--- src/design/rcf_pkg.sv ---
// Shared types and constants for the RGB 3x3 convolution filter.
`default_nettype none
package rcf_pkg;

  localparam int CHANNELS   = 3;
  localparam int PIX_W      = 8;
  localparam int RGB_W      = CHANNELS * PIX_W;
  localparam int TAPS       = 9;
  localparam int COEF_W     = 16;
  localparam int COEF_ROW_W = 3 * COEF_W;
  localparam int PROD_W     = PIX_W + 1 + COEF_W;
  localparam int RSUM_W     = PROD_W + 2;
  localparam int SUM_W      = PROD_W + 4;
  localparam int IMG_W_W    = 12;
  localparam int ROW_W      = 16;
  localparam int COL_OUT_W  = 11;
  localparam int CFG_IDX_W  = 3;

  localparam logic [IMG_W_W-1:0]    RST_IMAGE_WIDTH  = 12'd640;
  localparam logic [ROW_W-1:0]      RST_IMAGE_HEIGHT = 16'd480;
  localparam logic [COEF_ROW_W-1:0] RST_COEF_ROW     = 48'h01C7_01C7_01C7;

  typedef enum logic [CFG_IDX_W-1:0] {
    REG_IMAGE_WIDTH  = 3'd0,
    REG_IMAGE_HEIGHT = 3'd1,
    REG_COEF_TOP     = 3'd2,
    REG_COEF_MID     = 3'd3,
    REG_COEF_BOT     = 3'd4
  } cfg_reg_t;

  // Position and status that travel alongside the arithmetic pipeline.
  typedef struct packed {
    logic                 valid;
    logic [COL_OUT_W-1:0] col;
    logic [ROW_W-1:0]     row;
    logic                 last;
  } tag_t;

endpackage
`default_nettype wire

--- src/design/rcf_mac.sv ---
// One color channel: nine products, row sums, total, floor and clamp to 0..255.
`default_nettype none
module rcf_mac
  import rcf_pkg::*;
#(
  parameter int COEF_FRAC_BITS = 12
) (
  input  wire logic                         clk,
  input  wire logic                         adv,
  input  wire logic [TAPS-1:0][PIX_W-1:0]   pix,
  input  wire logic [TAPS-1:0][COEF_W-1:0]  coef,
  output logic      [PIX_W-1:0]             result
);

  logic signed [PROD_W-1:0] prod [TAPS];
  logic signed [RSUM_W-1:0] rsum [3];
  logic signed [SUM_W-1:0]  total;
  logic        [SUM_W-1:0]  shifted;
  logic        [PIX_W-1:0]  result_next;

  always_ff @(posedge clk) begin
    if (adv) begin
      for (int i = 0; i < TAPS; i++) begin
        prod[i] <= $signed({1'b0, pix[i]}) * $signed(coef[i]);
      end
    end
  end

  always_ff @(posedge clk) begin
    if (adv) begin
      for (int k = 0; k < 3; k++) begin
        rsum[k] <= RSUM_W'(prod[3*k]) + RSUM_W'(prod[3*k+1]) + RSUM_W'(prod[3*k+2]);
      end
    end
  end

  always_comb begin
    total   = SUM_W'(rsum[0]) + SUM_W'(rsum[1]) + SUM_W'(rsum[2]);
    shifted = SUM_W'(total) >> COEF_FRAC_BITS;
    if (total < 0) begin
      result_next = '0;
    end else if (shifted > SUM_W'(255)) begin
      result_next = '1;
    end else begin
      result_next = shifted[PIX_W-1:0];
    end
  end

  always_ff @(posedge clk) begin
    if (adv) begin
      result <= result_next;
    end
  end

endmodule
`default_nettype wire

--- config.mk ---
export PLATFORM = sky130hd
export DESIGN_NAME = rcf_mac
export DESIGN_NICKNAME = d
export VERILOG_FILES = /design/src/design/rcf_pkg.sv /design/src/design/rcf_mac.sv
export SDC_FILE = /design/constraint.sdc
export NUM_CORES = 2
export LEC_CHECK = 0
export BUFFER_PORTS_ARGS = -buffer_cell sky130_fd_sc_hd__buf_4
export CAP_MARGIN = 20
export CORE_ASPECT_RATIO = 0.9
export CORE_UTILIZATION = 65
export CTS_CLUSTER_DIAMETER = 120
export DETAILED_ROUTE_END_ITERATION = 12
export PLACE_DENSITY = 0.87
export SLEW_MARGIN = 20
export SYNTH_ARGS = -nofsm -noshare
export SYNTH_HDL_FRONTEND = slang
export SYNTH_SLANG_ARGS = --single-unit
--- constraint.sdc ---
create_clock -name clk -period 6.55 [get_ports clk]
set_input_delay 0.9825 -clock clk [delete_from_list [all_inputs] [get_ports clk]]
set_output_delay 0.9825 -clock clk [all_outputs]
set_load 0.005 [all_outputs]
# == Yosys cells after proc, flatten, opt, wreduce, memory -nomap -nowiden ==
# Memory sizes are Yosys's and may differ from the RTL's.
# Index checks and enable logic that the tools add are counted.
# word_totals
reg_bits,8
mem_count,2
word_cells,25
latch_bits,0
mem_bits_rw,306
output_inout_bits,8
romBits,0
# classes
multipliers,9
n_lt_le_gt_ge,2
n_reduce_logical,0
div_mod_pow,0
n_mux,3
n_shift,0
n_eq_ne,0
addsub,8
n_bitwise,0
# mem_list
memory,depth,word_bits,rd,rd_clocked_by_memory_dff,wr,line_no,source
prod,9,25,9,0,9,rcf_mac.sv:15,logic signed [PROD_W-1:0] prod [TAPS];
rsum,3,27,3,0,3,rcf_mac.sv:16,logic signed [RSUM_W-1:0] rsum [3];
# ops
op,count
9-bit by 16-bit multiplier with 25-bit output,9
26-bit by 25-bit adder with 27-bit output,3
25-bit by 25-bit adder with 26-bit output,3
28-bit by 27-bit adder with 29-bit output,1
"29-bit by 1-bit less-than comparator with 1-bit output, second input constant",1
27-bit by 27-bit adder with 28-bit output,1
"17-bit by 8-bit > comparator with 1-bit output, second input constant",1
8-bit 2-to-1 mux,1
1-bit 2-to-1 mux,2

# == Logic depth before layout (Yosys ltp) ==
# An unclocked memory read counts as a cell.
# depth
word_depth,5
depth_mapped,22
mapped_depth_nobuf,21

# == Worst setup path after synthesis ==
# OpenSTA, ideal clock, no wires.
# synth_timing
path_kind,input to register
startpoint,in pix[32] in the netlist's numbering
endpoint,"mem prod[0][123] in the netlist's numbering, data pin"
required_time_ns,6.370
setup_time_ns,0.180
path_buffers,1
setup_slack_ns,0.819
arrival_ns,5.551
path_stages,20
cell_sequence,clkbuf_1 > nand2_1 > fa_1 > inv_1 > fa_1 > fa_1 > inv_1 > fa_1 > inv_1 > ha_1 > a21o_1 > a21o_1 > a21o_1 > a21oi_2 > o21ai_1 > a41o_1 > a31oi_1 > nor4b_2 > nor2_1 > o311ai_1
# synth_lines
item,line_no,source
start: declaration,rcf_mac.sv:10,"input wire logic [TAPS-1:0][PIX_W-1:0] pix,"
end: declaration,rcf_mac.sv:15,

==> flow_metrics.tcl <==
set metrics [dict create \
    postCtsHoldBufs 0 \
    rows 102 \
    async_flop_share_pct 0 \
    maxCapViolations 0 \
    drt-initial-drc-count 2740 \
    via_per_inst 5.59 \
    final_antenna_net_count 0 \
    syn-num-nets 7724 \
    synth.distinct_cells 82 \
    status "finished, final reports clean" \
    reg2reg_depth 12 \
    arrival_ns 5.89 \
    fillers 6111 \
    multi_input_area_um2 41700 \
    initial_core_util_pct 66.0 \
    required_ns 6.91 \
    synth_edf_count 314 \
    finalCritPeriodShare_pct 84.5 \
    netlist_area_um2 57100 \
    min_period_ns 5.54 \
    fmax_mhz 181 \
    crit_fanout 16 \
    h-tree-depth 2 \
    cts_buffers 34 \
    rrSetupSlack_ns 2.46 \
    clock-sinks 314 \
    num_vias 40700 \
    slew_violations 0 \
    crit_path_end_kind "flop" \
    yosysSeqAreaShare_pct 16.5 \
    cts_resized 0 \
    tritoncts "built" \
    hold_class "flop to flop" \
    slew_headroom_pct 34.9 \
    final_hold_viol_count 0 \
    first_global_vias 43986 \
    netlist.area_leader.share_pct 35.8 \
    die_area_um2 89000 \
    drive_gt1_share_pct 5.44 \
    grt_max_degree 183 \
    first_pass_iters 5 \
    insertion_delay_ns 0.53 \
    register_area_um2 9430 \
    root_buffer "clkbuf_16" \
    ys_top_cells_by_area "fa_1 (36%), edfxtp_1 (17%), ha_1 (12%)" \
    portBuffers 225 \
    drc 0 \
    core_um2 86500 \
    synth_area_leader_cell "fa_1" \
    final_cell_mix "inv_1 (1502), fa_1 (1022), nand2_1 (645), and2_1 (617), ha_1 (552)" \
    avgSynthCellArea_um2 9.62 \
    avgRoutedWirePerCell_um 17.3 \
    cts_max_path_buffers 3 \
    yosysWarnings 0 \
    io_pins 226 \
    setup_tns_ns 0 \
    final-setup-viol-count 0 \
    gr-total-overflow 0 \
    fin_nets 7904 \
    antenna_found_initial 6 \
    track_usage_pct 29.6 \
    r2r-end "rsum[0][80]" \
    critPathKind "primary input to flop" \
    synth-seq-cells 314 \
    grt_setup_unrepaired "no" \
    worst_pin_slew_ns 0.977 \
    crit_end "prod[0][74]" \
    dp_hpwl_um 104000 \
    finClkSkew_ns 0.0216 \
    cts.clk_slew.worst_paths_ns 0.07 \
    grt_pass1_wl_um 214000 \
    chipHeight_um 283 \
    worstSetupStartpointType "primary input" \
    post_cts_buffers 0 \
    synth_flop_cell "edfxtp_1" \
    area_growth_syn_to_layout_pct 6.98 \
    r2r-start "prod[0][154]" \
    startpoint "pix[16]" \
    totalWireLength_um 126000 \
    die_width_um 314 \
    synthCells 5932 \
    place.gp.congestion 0.909 \
    layout_commonest_cell "inv_1" \
]
[worst min path at each step]
stage	depth (start not counted)	slack (ns)	end	startpoint
2_1_floorplan	2	0.68	rsum[0][1]	prod[0][51]
3_3_place_gp	2	0.72	rsum[0][28]	prod[0][126]
3_5_place_dp	2	0.74	rsum[0][28]	prod[0][126]
4_1_cts	2	0.75	rsum[0][28]	prod[0][126]
5_1_grt	2	0.79	rsum[0][28]	prod[0][126]
6_report	2	0.75	rsum[0][28]	prod[0][126]
[worst max-delay path, stage by stage]
cell       delay [ns]
buf_4            0.20
nand2_1          0.11
fa_1             0.55
inv_1            0.06
fa_1             0.51
inv_1            0.07
fa_1             0.50
fa_1             0.49
inv_1            0.04
ha_1             0.31
o21ai_1          0.11
a21boi_1         0.32
o211ai_1         0.18
a21oi_1          0.25
nor2_1           0.09
a211o_1          0.33
o311ai_2         0.39
a2111oi_0        0.17
nor3b_1          0.22
[state kept, by name (all words and copies together) (netlist names)]
signal and cells:
prod 225, rsum 81, result 8
[layout make-up]
type / count / area share, %
Inverter: 1502 / 9.23
Multi-Input combinational cell: 4033 / 68.3
Clock buffer: 39 / 1.53
Sequential cell: 314 / 15.4
Tap cell: 1144 / 2.34
Clock inverter: 21 / 0.318
Antenna cell: 5 / 0.0205
Timing Repair Buffer: 227 / 2.82
[cell usage after synthesis, types with 54 or more instances]
library cell     n
inv_1         1502
fa_1          1022
a21o_1          78
clkbuf_1        82
nand2_1        645
xnor2_1        199
ha_1           552
nor2_1         131
edfxtp_1       314
a21oi_1        162
nand3_1         55
o21ai_0         59
and2_1         617
xor2_1          67
nor3_1          54
[metrics by stage]
step / utilization, % / instances / setup WS (ns) / cell area, um2 / hold slack [ns]
after floorplan: - / 5932 / 0.819 / 57100 / 0.680
final: 70.6 / 7285 / 1.01 / 61100 / 0.754
after detailed placement: 69.3 / 7220 / 0.530 / 59900 / 0.736
after global routing: 70.6 / 7283 / 0.729 / 61100 / 0.793
after CTS: 70.6 / 7280 / 1.06 / 61000 / 0.745
after global placement: 69.3 / 7220 / 0.697 / 59900 / 0.715
[cells by family after synthesis]
| logic type | after synthesis | synth area share (%) |
|---|---|---|
| AND/OR/NAND/NOR | 1646 | 14.5 |
| adder cells (fa/ha/maj) | 1574 | 47.9 |
| flip-flops | 314 | 16.5 |
| multiplexers | 2 | 0.0373 |
| AO/OA/AOI/OAI | 544 | 6.45 |
| buffers and inverters | 1585 | 10.4 |
| XOR/XNOR | 267 | 4.11 |
[per-layer routing]
layer,routed length [um],up-vias,GRT usage (%),part of all wire [%]
li1,-,18496,-,-
met1,49900,20562,38.6,39
met2,64400,1373,51.7,51
met3,7810,269,3.47,6.2
met4,4320,0,9.37,3.4
met5,0,-,0,0
Power is not shown: default switching activity piles up to over one toggle a cycle in this logic, so the estimate is an artifact.
